[src/rtl/core/tpaf_pkg.sv]
// ----------------------------------------------------------------------------
// tpaf_pkg
// Shared types and constants of the triac phase-angle firing block.
// ----------------------------------------------------------------------------
`default_nettype none

package tpaf_pkg;

    localparam int unsigned DELAY_W    = 10;   // max_delay and power width
    localparam int unsigned TICK_W     = 14;   // timer width
    localparam int unsigned WD_W       = 10;   // watchdog count width
    localparam int unsigned PROD_W     = 20;   // power * span
    localparam int unsigned CFG_IDX_W  = 2;
    localparam int unsigned CFG_DATA_W = 10;

    localparam logic [TICK_W-1:0]  PULSE_TICKS      = 14'd50;
    localparam logic [WD_W-1:0]    WATCHDOG_LIMIT   = 10'd800;
    localparam logic [WD_W-1:0]    WD_MAX           = 10'd1023;
    localparam logic [DELAY_W-1:0] POWER_FULL_SCALE = 10'd1000;
    localparam logic [DELAY_W-1:0] MAX_DELAY_LOW    = 10'd10;
    localparam logic [DELAY_W-1:0] MAX_DELAY_HIGH   = 10'd1000;
    localparam logic [DELAY_W-1:0] MAX_DELAY_RESET  = 10'd900;

    // ceil(2^30 / 1000): exact floor division by 1000 for products below 2^20
    localparam int unsigned        RECIP_SHIFT = 30;
    localparam int unsigned        RECIP_W     = 21;
    localparam logic [RECIP_W-1:0] RECIP_1000  = 21'd1073742;

    typedef enum logic [CFG_IDX_W-1:0] {
        CFG_MAX_DELAY     = 2'd0,
        CFG_OUTPUT_SELECT = 2'd1,
        CFG_ENABLED       = 2'd2
    } t_cfg_idx;

    // Configuration as seen by the datapath, with the delay terms worked out
    typedef struct packed {
        logic [TICK_W-1:0]  md_x10;    // clamped max_delay * 10
        logic [DELAY_W-1:0] span;      // clamped max_delay - 10
        logic               output_select;
        logic               enabled;
        logic               clear;     // pulse: enabled written to 0
    } t_cfg;

    // Input item held in the input register
    typedef struct packed {
        logic               zero_cross;
        logic               power_nz;
        logic               wd_load;
        logic [WD_W-1:0]    wd_value;
        logic [PROD_W-1:0]  product;   // saturated power * span
    } t_stage;

    typedef struct packed {
        logic gate_level;
        logic restart_flag;
        logic timer_running;
        logic fire_pending;
    } t_status;

endpackage

`default_nettype wire

[src/rtl/core/tpaf_in_if.sv]
// ----------------------------------------------------------------------------
// tpaf_in_if
// Tick item channel: valid/ready handshake with the tick payload.
// ----------------------------------------------------------------------------
`default_nettype none

interface tpaf_in_if;
    logic       valid;
    logic       ready;
    logic       zero_cross;
    logic [9:0] power_level;
    logic       wd_load;
    logic [9:0] wd_value;

    modport source (output valid, zero_cross, power_level, wd_load, wd_value,
                    input ready);
    modport sink   (input valid, zero_cross, power_level, wd_load, wd_value,
                    output ready);
endinterface

`default_nettype wire

[src/rtl/core/tpaf_out_if.sv]
// ----------------------------------------------------------------------------
// tpaf_out_if
// Result item channel: valid/ready handshake with the gate and restart levels.
// ----------------------------------------------------------------------------
`default_nettype none

interface tpaf_out_if;
    logic valid;
    logic ready;
    logic gate_main;
    logic gate_alt;
    logic restart_request;

    modport source (output valid, gate_main, gate_alt, restart_request,
                    input ready);
    modport sink   (input valid, gate_main, gate_alt, restart_request,
                    output ready);
endinterface

`default_nettype wire

[src/rtl/core/triac_phase_angle_firing.sv]
// ----------------------------------------------------------------------------
// triac_phase_angle_firing
// Triac phase-angle firing controller, one item per 1 us tick.
// ----------------------------------------------------------------------------
// Each accepted tick item yields exactly one result item holding the gate
// levels and the sticky restart request after that tick. The block takes one
// item per clock cycle when the result side is ready; a result is offered
// after its item has passed the input register and then the result register.
// The rate is set by the state update loop of the firing timer. Power times
// span is multiplied on entry to the input register; the division by full
// scale is a reciprocal multiply before the state update. Configuration
// writes take effect at the next clock and are to be made only while no
// items are in flight.
`default_nettype none

module triac_phase_angle_firing (
    input  wire logic                            i_clk,
    input  wire logic                            i_rst_n,
    input  wire logic                            i_cfg_we,
    input  wire logic [tpaf_pkg::CFG_IDX_W-1:0]  i_cfg_idx,
    input  wire logic [tpaf_pkg::CFG_DATA_W-1:0] i_cfg_wdata,
    tpaf_in_if.sink                              i_item,
    tpaf_out_if.source                           o_result
);
    import tpaf_pkg::*;

    t_cfg               w_cfg;
    t_status            w_next;
    t_status            w_state;

    logic               r_in_valid, n_in_valid;
    t_stage             r_in, n_in;
    logic               r_out_valid, n_out_valid;
    logic               r_out_main, r_out_alt, r_out_restart;

    logic               w_in_take;
    logic               w_advance;
    logic [DELAY_W-1:0] w_power_sat;

    tpaf_cfg_regs u_cfg (
        .i_clk       (i_clk),
        .i_rst_n     (i_rst_n),
        .i_cfg_we    (i_cfg_we),
        .i_cfg_idx   (i_cfg_idx),
        .i_cfg_wdata (i_cfg_wdata),
        .o_cfg       (w_cfg)
    );

    tpaf_fire_ctrl u_ctrl (
        .i_clk   (i_clk),
        .i_rst_n (i_rst_n),
        .i_cfg   (w_cfg),
        .i_step  (w_advance),
        .i_stage (r_in),
        .o_next  (w_next),
        .o_state (w_state)
    );

    // the held item moves on when the result register is free or being taken
    assign w_advance      = r_in_valid && (!r_out_valid || o_result.ready);
    assign i_item.ready   = !r_in_valid || w_advance;
    assign w_in_take      = i_item.valid && i_item.ready;

    assign w_power_sat = (i_item.power_level > POWER_FULL_SCALE) ?
                         POWER_FULL_SCALE : i_item.power_level;

    always_comb begin
        n_in            = r_in;
        n_in_valid      = r_in_valid;
        if (w_in_take) begin
            n_in.zero_cross = i_item.zero_cross;
            n_in.power_nz   = (i_item.power_level != '0);
            n_in.wd_load    = i_item.wd_load;
            n_in.wd_value   = i_item.wd_value;
            n_in.product    = PROD_W'(w_power_sat) * PROD_W'(w_cfg.span);
            n_in_valid      = 1'b1;
        end else if (w_advance) begin
            n_in_valid      = 1'b0;
        end
        n_out_valid = r_out_valid;
        if (w_advance) begin
            n_out_valid = 1'b1;
        end else if (o_result.ready) begin
            n_out_valid = 1'b0;
        end
    end

    always_ff @(posedge i_clk) begin
        if (!i_rst_n) begin
            r_in_valid  <= 1'b0;
            r_out_valid <= 1'b0;
        end else begin
            r_in_valid  <= n_in_valid;
            r_out_valid <= n_out_valid;
        end
    end

    always_ff @(posedge i_clk) begin
        r_in <= n_in;
        if (w_advance) begin
            r_out_main    <= w_next.gate_level & ~w_cfg.output_select;
            r_out_alt     <= w_next.gate_level &  w_cfg.output_select;
            r_out_restart <= w_next.restart_flag;
        end
    end

    assign o_result.valid           = r_out_valid;
    assign o_result.gate_main       = r_out_main;
    assign o_result.gate_alt        = r_out_alt;
    assign o_result.restart_request = r_out_restart;

`ifndef NO_ASSERTIONS
    a_gates_exclusive: assert property (@(posedge i_clk) disable iff (!i_rst_n)
        o_result.valid |-> !(o_result.gate_main && o_result.gate_alt))
        else $error("both gate outputs high");

    a_restart_sticky: assert property (@(posedge i_clk) disable iff (!i_rst_n)
        w_state.restart_flag |=> w_state.restart_flag)
        else $error("restart flag dropped");

    a_pending_running: assert property (@(posedge i_clk) disable iff (!i_rst_n)
        w_state.fire_pending |-> w_state.timer_running)
        else $error("firing pending with timer stopped");

    a_stage_hold: assert property (@(posedge i_clk) disable iff (!i_rst_n)
        r_in_valid && !w_advance |=> r_in_valid && $stable(r_in))
        else $error("held item lost or changed");
`endif

endmodule

`default_nettype wire

[src/rtl/core/tpaf_cfg_regs.sv]
// ----------------------------------------------------------------------------
// tpaf_cfg_regs
// Configuration registers; clamps max_delay and precomputes the delay terms.
// ----------------------------------------------------------------------------
`default_nettype none

module tpaf_cfg_regs (
    input  wire logic                              i_clk,
    input  wire logic                              i_rst_n,
    input  wire logic                              i_cfg_we,
    input  wire logic [tpaf_pkg::CFG_IDX_W-1:0]    i_cfg_idx,
    input  wire logic [tpaf_pkg::CFG_DATA_W-1:0]   i_cfg_wdata,
    output tpaf_pkg::t_cfg                         o_cfg
);
    import tpaf_pkg::*;

    logic [TICK_W-1:0]  r_md_x10, n_md_x10;
    logic [DELAY_W-1:0] r_span, n_span;
    logic               r_sel, n_sel;
    logic               r_en, n_en;
    logic               w_clear;
    logic [DELAY_W-1:0] w_md;

    always_comb begin
        if (i_cfg_wdata < MAX_DELAY_LOW) begin
            w_md = MAX_DELAY_LOW;
        end else if (i_cfg_wdata > MAX_DELAY_HIGH) begin
            w_md = MAX_DELAY_HIGH;
        end else begin
            w_md = i_cfg_wdata;
        end
    end

    always_comb begin
        n_md_x10 = r_md_x10;
        n_span   = r_span;
        n_sel    = r_sel;
        n_en     = r_en;
        w_clear  = 1'b0;
        if (i_cfg_we) begin
            case (t_cfg_idx'(i_cfg_idx))
                CFG_MAX_DELAY: begin
                    n_md_x10 = {1'b0, w_md, 3'b000} + {3'b000, w_md, 1'b0};
                    n_span   = w_md - MAX_DELAY_LOW;
                end
                CFG_OUTPUT_SELECT: begin
                    n_sel = i_cfg_wdata[0];
                end
                CFG_ENABLED: begin
                    n_en    = i_cfg_wdata[0];
                    w_clear = ~i_cfg_wdata[0];
                end
                default: begin
                end
            endcase
        end
    end

    always_ff @(posedge i_clk) begin
        if (!i_rst_n) begin
            r_md_x10 <= {1'b0, MAX_DELAY_RESET, 3'b000} + {3'b000, MAX_DELAY_RESET, 1'b0};
            r_span   <= MAX_DELAY_RESET - MAX_DELAY_LOW;
            r_sel    <= 1'b0;
            r_en     <= 1'b1;
        end else begin
            r_md_x10 <= n_md_x10;
            r_span   <= n_span;
            r_sel    <= n_sel;
            r_en     <= n_en;
        end
    end

    assign o_cfg.md_x10        = r_md_x10;
    assign o_cfg.span          = r_span;
    assign o_cfg.output_select = r_sel;
    assign o_cfg.enabled       = r_en;
    assign o_cfg.clear         = w_clear;

endmodule

`default_nettype wire

[src/rtl/core/tpaf_fire_ctrl.sv]
// ----------------------------------------------------------------------------
// tpaf_fire_ctrl
// Per-tick state update: watchdog, delay/pulse timer and zero-cross arming.
// ----------------------------------------------------------------------------
`default_nettype none

module tpaf_fire_ctrl (
    input  wire logic              i_clk,
    input  wire logic              i_rst_n,
    input  wire tpaf_pkg::t_cfg    i_cfg,
    input  wire logic              i_step,
    input  wire tpaf_pkg::t_stage  i_stage,
    output tpaf_pkg::t_status      o_next,   // state after this tick's update
    output tpaf_pkg::t_status      o_state
);
    import tpaf_pkg::*;

    logic [TICK_W-1:0]             r_tick, n_tick;
    logic [TICK_W-1:0]             r_alarm, n_alarm;
    logic                          r_running, n_running;
    logic                          r_pending, n_pending;
    logic                          r_gate, n_gate;
    logic [WD_W-1:0]               r_wd, n_wd;
    logic                          r_restart, n_restart;

    logic [PROD_W+RECIP_W-1:0]     w_qprod;
    logic [DELAY_W-1:0]            w_q;
    logic [TICK_W-1:0]             w_delay;
    logic [TICK_W-1:0]             w_tick_inc;

    // trunc(p * (10 - md) / 1000) as a magnitude, via reciprocal multiply
    assign w_qprod    = (PROD_W+RECIP_W)'(i_stage.product) * (PROD_W+RECIP_W)'(RECIP_1000);
    assign w_q        = w_qprod[RECIP_SHIFT +: DELAY_W];
    assign w_delay    = i_cfg.md_x10 - ({1'b0, w_q, 3'b000} + {3'b000, w_q, 1'b0});
    assign w_tick_inc = r_tick + 1'b1;

    always_comb begin
        n_tick    = r_tick;
        n_alarm   = r_alarm;
        n_running = r_running;
        n_pending = r_pending;
        n_gate    = r_gate;
        n_wd      = r_wd;
        n_restart = r_restart;
        if (i_cfg.clear) begin
            n_pending = 1'b0;
            n_gate    = 1'b0;
            n_running = 1'b0;
            n_tick    = '0;
        end else if (i_step) begin
            if (i_stage.wd_load) begin
                n_wd = i_stage.wd_value;
            end
            if (r_running) begin
                n_tick = w_tick_inc;
                if (w_tick_inc >= r_alarm) begin
                    n_tick = '0;
                    if (n_wd != '0 && n_wd != WD_MAX) begin
                        n_wd = n_wd + 1'b1;
                    end
                    if (n_wd > WATCHDOG_LIMIT) begin
                        n_restart = 1'b1;
                    end
                    if (r_pending) begin
                        n_gate    = 1'b1;
                        n_alarm   = PULSE_TICKS;
                        n_running = 1'b1;
                        n_pending = 1'b0;
                    end else begin
                        n_gate    = 1'b0;
                        n_running = 1'b0;
                    end
                end
            end
            if (i_stage.zero_cross && i_cfg.enabled) begin
                n_gate = 1'b0;
                if (i_stage.power_nz) begin
                    n_pending = 1'b1;
                    n_alarm   = w_delay;
                    n_tick    = '0;
                    n_running = 1'b1;
                end
            end
        end
    end

    always_ff @(posedge i_clk) begin
        if (!i_rst_n) begin
            r_tick    <= '0;
            r_alarm   <= '0;
            r_running <= 1'b0;
            r_pending <= 1'b0;
            r_gate    <= 1'b0;
            r_wd      <= '0;
            r_restart <= 1'b0;
        end else begin
            r_tick    <= n_tick;
            r_alarm   <= n_alarm;
            r_running <= n_running;
            r_pending <= n_pending;
            r_gate    <= n_gate;
            r_wd      <= n_wd;
            r_restart <= n_restart;
        end
    end

    assign o_next.gate_level     = n_gate;
    assign o_next.restart_flag   = n_restart;
    assign o_next.timer_running  = n_running;
    assign o_next.fire_pending   = n_pending;

    assign o_state.gate_level    = r_gate;
    assign o_state.restart_flag  = r_restart;
    assign o_state.timer_running = r_running;
    assign o_state.fire_pending  = r_pending;

endmodule

`default_nettype wire
[src/flat_wrapper.sv]
// flat-port wrapper written by rule: the top's interface ports become plain ports
module triac_phase_angle_firing_flat import tpaf_pkg::*;
  (i_clk, i_rst_n, i_cfg_we, i_cfg_idx, i_cfg_wdata, i_item_valid, i_item_zero_cross, i_item_power_level, i_item_wd_load, i_item_wd_value, i_item_ready, o_result_valid, o_result_gate_main, o_result_gate_alt, o_result_restart_request, o_result_ready);
  tpaf_in_if i_item_i ();
  tpaf_out_if o_result_i ();
  input  wire logic i_clk;
  input  wire logic i_rst_n;
  input  wire logic i_cfg_we;
  input  wire logic [tpaf_pkg::CFG_IDX_W-1:0] i_cfg_idx;
  input  wire logic [tpaf_pkg::CFG_DATA_W-1:0] i_cfg_wdata;
  input wire logic [$bits(i_item_i.valid)-1:0] i_item_valid;
  input wire logic [$bits(i_item_i.zero_cross)-1:0] i_item_zero_cross;
  input wire logic [$bits(i_item_i.power_level)-1:0] i_item_power_level;
  input wire logic [$bits(i_item_i.wd_load)-1:0] i_item_wd_load;
  input wire logic [$bits(i_item_i.wd_value)-1:0] i_item_wd_value;
  output wire logic [$bits(i_item_i.ready)-1:0] i_item_ready;
  output wire logic [$bits(o_result_i.valid)-1:0] o_result_valid;
  output wire logic [$bits(o_result_i.gate_main)-1:0] o_result_gate_main;
  output wire logic [$bits(o_result_i.gate_alt)-1:0] o_result_gate_alt;
  output wire logic [$bits(o_result_i.restart_request)-1:0] o_result_restart_request;
  input wire logic [$bits(o_result_i.ready)-1:0] o_result_ready;
  assign i_item_i.valid = i_item_valid;
  assign i_item_i.zero_cross = i_item_zero_cross;
  assign i_item_i.power_level = i_item_power_level;
  assign i_item_i.wd_load = i_item_wd_load;
  assign i_item_i.wd_value = i_item_wd_value;
  assign i_item_ready = i_item_i.ready;
  assign o_result_valid = o_result_i.valid;
  assign o_result_gate_main = o_result_i.gate_main;
  assign o_result_gate_alt = o_result_i.gate_alt;
  assign o_result_restart_request = o_result_i.restart_request;
  assign o_result_i.ready = o_result_ready;
  triac_phase_angle_firing u_core (.i_clk(i_clk), .i_rst_n(i_rst_n), .i_cfg_we(i_cfg_we), .i_cfg_idx(i_cfg_idx), .i_cfg_wdata(i_cfg_wdata), .i_item(i_item_i), .o_result(o_result_i));
endmodule
[config.mk]
export PLATFORM = sky130hd
export DESIGN_NAME = triac_phase_angle_firing_flat
export DESIGN_NICKNAME = d
export VERILOG_FILES = /design/src/rtl/core/tpaf_pkg.sv /design/src/rtl/core/tpaf_in_if.sv /design/src/rtl/core/tpaf_out_if.sv /design/src/rtl/core/triac_phase_angle_firing.sv /design/src/rtl/core/tpaf_cfg_regs.sv /design/src/rtl/core/tpaf_fire_ctrl.sv /design/src/flat_wrapper.sv
export SDC_FILE = /design/constraint.sdc
export NUM_CORES = 1
export LEC_CHECK = 0
export BUFFER_PORTS_ARGS = -buffer_cell sky130_fd_sc_hd__buf_2
export CORE_ASPECT_RATIO = 0.75
export CORE_MARGIN = 10
export CORE_UTILIZATION = 45
export DETAILED_ROUTE_END_ITERATION = 10
export PLACE_DENSITY = 0.66
export SLEW_MARGIN = 5
export SYNTH_ARGS = -nofsm -noshare
export SYNTH_HDL_FRONTEND = slang
export SYNTH_HIERARCHICAL = 1
export SYNTH_SLANG_ARGS = --single-unit
[constraint.sdc]
create_clock -name i_clk -period 7.7 [get_ports i_clk]
set_input_delay 1.155 -clock i_clk [delete_from_list [all_inputs] [get_ports i_clk]]
set_output_delay 1.155 -clock i_clk [all_outputs]
set_load 0.01 [all_outputs]
**Word-level counts from Yosys, hierarchy flattened**

Index checks and enable logic that the tools add are counted.

- $add $sub $neg: 6
- Multipliers: 2
- Order comparisons: 5
- Equality and inequality tests: 3
- Multiplexer cells: 47
- Bitwise gates (word level): 6
- Reduce and logical (&&, ||, !) cells: 18

Operators with widths:

| cell | number |
|---|---|
| $mux W10 | 13 |
| $mux W14 | 9 |
| $mul A20 B20 Y39 const B | 1 |
| $gt A10 B10 Y1 const B | 3 |
| $add A13 B11 Y14 | 2 |
| $mux W1 | 25 |
| $mul A10 B10 Y20 | 1 |
| $reduce_bool A10 Y1 | 2 |
| $add A14 B1 Y14 const B | 1 |
| $ge A14 B14 Y1 | 1 |
| $sub A14 B14 Y14 | 1 |
| $add A10 B1 Y10 const B | 1 |
| $lt A10 B4 Y1 const B | 1 |
| $ne A10 B10 Y1 const B | 1 |
| $sub A10 B4 Y10 const B | 1 |
| $reduce_and A2 Y1 | 4 |
| $logic_and A1 B1 Y1 | 4 |
| $not A1 Y1 | 4 |
| $reduce_bool A2 Y1 | 2 |
| $and A1 B1 Y1 | 2 |
| $eq A2 B1 Y1 const B | 1 |
| $eq A2 B2 Y1 const B | 1 |
| $logic_not A1 Y1 | 2 |
| $logic_not A2 Y1 | 1 |
| other kinds (2) | 3 |

- Flip-flop bits (word level): 106
- Bits of input ports: 39
- Output and inout port bits: 5
- Logic and storage cells: 108

**Logic depth before layout (Yosys ltp)**

Gate-level depths: netlist of the first run.

- Word-level depth: 18
- Mapped depth: 36

**By module**

The synthesis of the first run kept the hierarchy.

Modules (own cells, without submodules):

| module | instances | cells each | area each (µm²) | seq. area each (µm²) |
|---|---|---|---|---|
| tpaf_fire_ctrl | 1 | 1017 | 8848.5 | 840.8 |
| triac_phase_angle_firing | 1 | 451 | 4649.5 | 1121.1 |
| tpaf_cfg_regs | 1 | 210 | 1741.7 | 480.5 |

**Worst setup path before layout of the first run**

Ideal clock, no wire load.

- Path type: reg-to-reg
- Start: register u_core/r_in[2] in the netlist's numbering
- End: register u_core.u_ctrl.r_alarm[12]
- Data arrival time: 7.627 ns
- Required time: 7.574 ns
- Slack: -0.053 ns
- Cell stages (with the launch flop): 36
- Path buffers: 0
- Cells stage by stage: edfxtp_1 ha_1 ha_1 inv_1 fa_1 fa_1 inv_1 fa_1 fa_1 inv_1 fa_1 inv_1 ha_1 a21oi_1 o21ai_0 a311o_1 a21oi_2 o211ai_1 a221oi_2 inv_1 a21oi_1 xnor2_1 inv_1 fa_1 inv_1 ha_1 a21oi_1 o21bai_1 a21oi_1 nor2b_1 o21ai_0 a211oi_1 a21o_1 a21oi_1 xor2_1 o21ai_0

- Cells in the longest elaborated chain, start to end: 5

RTL lines:

| element | RTL line | text |
|---|---|---|
| start: declaration | triac_phase_angle_firing.sv:32 | `t_stage r_in, n_in;` |
| start signal: assignment | triac_phase_angle_firing.sv:99 | `r_in <= n_in;` |
| $mul A20 B20 Y39 | tpaf_fire_ctrl.sv:32 | `assign w_qprod = (PROD_W+RECIP_W)'(i_stage.product) * (PROD_W+RECIP_W)'(RECIP_1000);` |
| $add A13 B11 Y14 | tpaf_fire_ctrl.sv:34 | `assign w_delay = i_cfg.md_x10 - ({1'b0, w_q, 3'b000} + {3'b000, w_q, 1'b0});` |
| $sub A14 B14 Y14 | tpaf_fire_ctrl.sv:34 |  |
| $mux W14 | tpaf_fire_ctrl.sv:77 | `if (i_stage.power_nz) begin` |
| $mux W14 | tpaf_fire_ctrl.sv:75 | `if (i_stage.zero_cross && i_cfg.enabled) begin` |
| end signal: assignment | tpaf_fire_ctrl.sv:98 | `r_alarm <= n_alarm;` |
| end: declaration | tpaf_fire_ctrl.sv:19 | `logic [TICK_W-1:0] r_alarm, n_alarm;` |

No other way between the ends.
A chain may end at the register's enable or synchronous reset.

**Worst setup path after layout of the first run**

- Start: register u_core/r_in[8] in the netlist's numbering
- End: register u_core.u_ctrl.r_alarm[11]

The elaborated chain is that of the path after synthesis.

==> metrics.yaml, run 1 <==
crit_buf_inv: 5
grt.overflow.total: 0
cp-endpoint: "u_core/u_ctrl/r_alarm[11]"
clk_latency_ns: 0.38
clk_path_buf_depth: 2
crit_family: "adder cells"
slew_headroom_pct: 19.4
grt_pass1_vias: 11800
start_util_pct: 45.5
routedWlPerCell_um: 16.4
yosysWarnings: 6
drcViolationCount: 0
required_ns: 7.98
grt_pass1_wl_um: 58900
grt_use_met3_pct: 3.15
fin_crit_sh_pct: 98.1
fin_cells: 2204
postPlaceCellArea_mm2: 0.0162
rsz0062_at_grt: "true"
critPathSlowestCell: "fa_1"
critPathLaunchType: "flop"
hp-class: "flop to flop"
final_area_mm2: 0.0171
die_area_mm2: 0.0416
n_antenna_cell: 0
cts_tree: "done"
io_buffers: 43
dp.cells: 2177
synthToLayoutAreaGrowth_pct: 12.4
grt.total_usage_pct: 17.3
timing.rr.end: "u_core/u_ctrl/r_alarm[11]"
dp_hpwl_um: 29000
worst_pin_slew_ns: 1.20
cp_max_fo: 5
path_class: "flop to flop"
ios: 44
cts_root_buf: "clkbuf_16"
synthCells: 1671
end_kind: "flop"
die_x_um: 232
r2r_start: "u_core/r_in[8]"
grt_max_degree: 52
wl_um: 36100
slew_violations: 0
cp_num_cells: 29
top_usage_layer: "met2"
cpMostUsedCell: "fa_1"
nNetsFinal: 2209
clkTransAtPathRegs_ns: 0.08
use_met1_pct: 25.3
viasPerCell: 5.35
cts_hold_buf: 0
final_antenna_net_count: 0
coreArea_mm2: 0.0334
r2r_cells: 29
syn_area_mm2: 0.0152
fin_skew_ns: 0.0129
antenna_found_initial: 0
worstPathArrival_ns: 7.83
cap_viol_max_count: 0
fp.dieH_um: 179
core.rowCount: 58
first_pass_iters: 5
cpPeakStageDelay_ns: 0.57
cts_buffers: 9
r2r_slack_ns: 0.14
drive_gt1_share_pct: 14.9
syn_area_per_cell_um2: 9.09
gp_congestion: 0.899
status: "finished clean"
synth_fp_nets: 2131
period_needed_ns: 7.56
grt_use_met2_pct: 26.2
finalSetupTns_ns: 0
crit_start: "u_core/r_in[8]"
clkSinkCount: 104
cts_htree_levels: 3
vias: 11800
finalHoldViolations: 0
drt_iter0_drc: 744
fmax_mhz: 132
finalSetupViolations: 0
==> through the flow <==
stage | setup slack (ns) | hold slack (ns) | utilization, %
final | 0.144 | 0.464 | 51.1
after global routing | -0.203 | 0.489 | 51.1
after global placement | -0.128 | 0.450 | 48.5
after detailed placement | -0.253 | 0.453 | 48.5
after floorplan | 0.00722 | 0.424 | -
after CTS | 0.00456 | 0.463 | 49.7
==> cell type report <==
cell class | instances | area (um2)
sequential | 104 | 2440
inverter | 290 | 1090
multi-input combinational | 1218 | 11800
clock inverter | 7 | 92.6
timing repair buffer | 126 | 850
fill | 3091 | 16300
tap | 450 | 563
clock buffer | 9 | 225
==> state kept, by name, summed over array words and instances (netlist names), 10 cells and up <==
register,cells
u_core/r_in,33
u_core/u_ctrl/r_alarm,14
u_core/u_ctrl/r_tick,14
u_core/u_cfg/r_md_x10,12
u_core/u_cfg/r_span,10
u_core/u_ctrl/r_wd,10
==> worst min path at each step <==
stage	from	end	slack [ns]	depth (start not counted)
after floorplan	u_core/u_cfg/r_span[1]	u_core/u_cfg/r_span[1]	0.42	1
after global routing	u_core/u_ctrl/r_alarm[7]	u_core/u_ctrl/r_alarm[7]	0.49	2
after global placement	u_core/u_cfg/r_md_x10[4]	u_core/u_cfg/r_md_x10[4]	0.45	2
after CTS	u_core/u_ctrl/r_alarm[7]	u_core/u_ctrl/r_alarm[7]	0.46	2
final	u_core/u_ctrl/r_alarm[7]	u_core/u_ctrl/r_alarm[7]	0.46	2
after detailed placement	u_core/u_ctrl/r_alarm[7]	u_core/u_ctrl/r_alarm[7]	0.45	2
==> timing repair <==
action,4_1_cts,5_1_grt
setup endpoints to repair,6,8
buffers inserted,3,8
resized for setup,8,75
pin swaps,14,64
cloned,0,0
==> tightest hold or removal path: cells and delay by family (launching register included) <==
kind / cells / cell delay, ns
flops: 1 / 0.31
simple gates: 1 / 0.06
compound gates: 1 / 0.05
==> cell usage in the layout (no fill, tap or decap), types with 17 or more instances in the layout <==
cell type and instances:
and3_1 33, ha_1 235, nand2_1 130, buf_2 43
edfxtp_1 36, a21oi_1 53, nand3_1 42, fa_1 148
inv_1 280, xnor2_1 29, buf_4 80, dfxtp_1 68
mux2i_1 17, o21ai_0 55, xor2_1 27, a21o_1 20
nor2_1 57, ha_4 24, nor2b_1 19, and2_1 57
o21ai_1 17
==> per-layer routing <==
layer  vias to the layer above  wire length (um)
met2                       275             15300
met5                         -                 0
li1                       5782                 -
met3                        19              1850
met1                      5717             18600
met4                         0               306
Power of run 1 is left out: the tool's default activity adds up to more than one toggle a clock period on the data nets, which glitch-free logic cannot reach.
==> run 2: changes to the inputs <==
--- a/config.mk
+++ b/config.mk
@@ -8,9 +8,9 @@
 export BUFFER_PORTS_ARGS = -buffer_cell sky130_fd_sc_hd__buf_2
 export CORE_ASPECT_RATIO = 0.75
 export CORE_MARGIN = 10
-export CORE_UTILIZATION = 45
+export CORE_UTILIZATION = 55
 export DETAILED_ROUTE_END_ITERATION = 10
-export PLACE_DENSITY = 0.66
+export PLACE_DENSITY = 0.78
 export SLEW_MARGIN = 5
 export SYNTH_ARGS = -nofsm -noshare
 export SYNTH_HDL_FRONTEND = slang
==> run 2 against run 1 <==
Global-route usage up 3.9 points. Largest cell class unchanged. Sequential share of layout area about the same. Die area down 16%. Worst hold slack better by 0.00074 ns. First-iteration DRC count up 32%. Utilization up 12 points. Clock-buffer cell count unchanged. Register-to-register slack worse by 0.099 ns. Cell count down 3.8%. Critical path depth up 6. Final area about the same. Non-clock buffer count up 15. Highest routed layer unchanged.
==> metrics.yaml, run 2 (synthesis results as in run 1) <==
nNetsFinal: 2224  # was 2209
io_buffers: 43  # unchanged
topRoutingLayerUsed: "met4"  # unchanged
critPathLaunchType: "flop"  # unchanged
nFillCells: 2211  # was 3091
final_common_cell: "inv_1"  # unchanged
fmax_mhz: 131  # was 132 MHz
final_antenna_net_count: 0  # unchanged
postLayoutCoreUtil_pct: 63.0  # was 51.1%
cts_root_buf: "clkbuf_16"  # unchanged
viasPerCell: 5.77  # was 5.35
r2r_slack_ns: 0.05  # was 0.14 ns
wl_um: 37000  # was 36100 um
pre_cts_slack_ns: -0.222  # was -0.253 ns
drcViolationCount: 0  # unchanged
vias: 12200  # was 11800
cts_hold_buf: 0  # unchanged
layout_common_cells: "275 x inv_1, 234 x ha_1, 146 x fa_1"  # was 280 x inv_1, 235 x ha_1, 148 x fa_1
synthToLayoutAreaGrowth_pct: 12.3  # was 12.4%
required_ns: 7.96  # was 7.98 ns
clkSinkCount: 104  # unchanged
clk_latency_ns: 0.37  # was 0.38 ns
status: "finished clean"  # unchanged
grt_pass1_vias: 12500  # was 11800
core.rowCount: 52  # was 58
worstPathArrival_ns: 7.91  # was 7.83 ns
rsz0062_at_grt: "true"  # unchanged
die_x_um: 212  # was 232 um
cts_tree: "done"  # unchanged
worst_pin_slew_ns: 1.27  # was 1.20 ns
end_kind: "flop"  # unchanged
path_class: "flop to flop"  # unchanged
largest_reg_flops: 33  # unchanged
coreArea_mm2: 0.0271  # was 0.0334 mm2
cpPeakStageDelay_ns: 0.55  # was 0.57 ns
finalHoldViolations: 0  # unchanged
routedWlPerCell_um: 17.5  # was 16.4 um
fin_skew_ns: 0.00905  # was 0.0129 ns
drt_iter0_drc: 979  # was 744
first_pass_iters: 5  # unchanged
wl_met1_um: 17200  # was 18600 um
slew_headroom_pct: 14.3  # was 19.4%
start_util_pct: 56.1  # was 45.5%
hp-class: "flop to flop"  # unchanged
clkTransAtPathRegs_ns: 0.07  # was 0.08 ns
cts_htree_levels: 3  # unchanged
grt.total_usage_pct: 21.3  # was 17.3%
grt_max_degree: 52  # unchanged
cap_viol_max_count: 0  # unchanged
critPathSlowestCell: "fa_1"  # unchanged
drive_gt1_share_pct: 15.7  # was 14.9%
dp_hpwl_um: 29000  # about the same
met3WireLength_um: 2080  # was 1850 um
antenna_found_initial: 0  # unchanged
clk_path_buf_depth: 2  # unchanged
period_needed_ns: 7.65  # was 7.56 ns
n_antenna_cell: 0  # unchanged
gp_congestion: 0.935  # was 0.899
fin_ws_ns: 0.0452  # was 0.144 ns
fin_crit_sh_pct: 99.4  # was 98.1%
die_area_mm2: 0.0347  # was 0.0416 mm2
cp_max_fo: 4  # was 5
grt.overflow.total: 0  # unchanged
cpMostUsedCell: "fa_1"  # unchanged
largest-register: "u_core/r_in"  # unchanged
grt_pass1_wl_um: 60800  # was 58900 um
ios: 44  # unchanged
wl_met2_um: 17200  # was 15300 um
finalSetupViolations: 0  # unchanged
top_regs: "u_core/r_in: 33 flops, u_core/u_ctrl/r_alarm: 14 flops, u_core/u_ctrl/r_tick: 14 flops"  # unchanged
fp.dieH_um: 164  # was 179 um
cts_buffers: 9  # unchanged
slew_violations: 0  # unchanged
[run 2: cell type report]
class                      count  area, um2  share of cell area (%)
multi-input combinational   1218      11800                    69.4
tap                          351        439                    2.57
inverter                     290       1090                    6.38
clock inverter                 7       56.3                   0.330
sequential                   104       2440                    14.3
clock buffer                   9        225                    1.32
timing repair buffer         141        966                    5.66
[run 2: metrics by stage]
step           instance area, um2  hold WS (ns)  setup TNS (ns)  cells
3_5_place_dp                16100         0.452          -0.593   2081
4_1_cts                     16500         0.463               0   2106
2_1_floorplan               15200         0.424               0   1671
3_3_place_gp                16100         0.450         -0.0655   2081
5_1_grt                     17100         0.488           -1.42   2120
6_report                    17100         0.464               0   2120
[run 2: timing repair]
item / 4_1_cts / 5_1_grt
gates resized for setup: 9 / 79
cloned: 0 / 0
setup endpoints to repair: 5 / 8
buffers inserted: 9 / 14
pin swaps: 16 / 69
[run 2: path summary, 6_finish.rpt]
kind / from / endpoint / cells after the start
worst max-delay path: u_core/r_in[7] / u_core/u_ctrl/r_alarm[13] / 35
worst min-delay path: u_core/u_ctrl/r_alarm[9] / u_core/u_ctrl/r_alarm[9] / 2
worst max register to register: u_core/r_in[7] / u_core/u_ctrl/r_alarm[13] / 35
worst min register to register: u_core/u_ctrl/r_alarm[9] / u_core/u_ctrl/r_alarm[9] / 2
[run 2: critical path: cells and delay by family, from the launching register on]
kind                       cells  cell delay (ns)
adders and majority gates     10             3.79
AOI/OAI and AO/OA             11             1.94
buffers and inverters          7             0.76
and+or+nand+nor                6             0.45
DFF                            1             0.42
muxes                          1             0.18
[run 2: per-layer routing]
metal	GRT usage (%)	vias to the layer above
met5	0	-
met4	4.50	0
met3	3.60	49
met2	34.2	359
met1	29.5	6016
li1	-	5800
Power of run 2 is left out for the same reason.
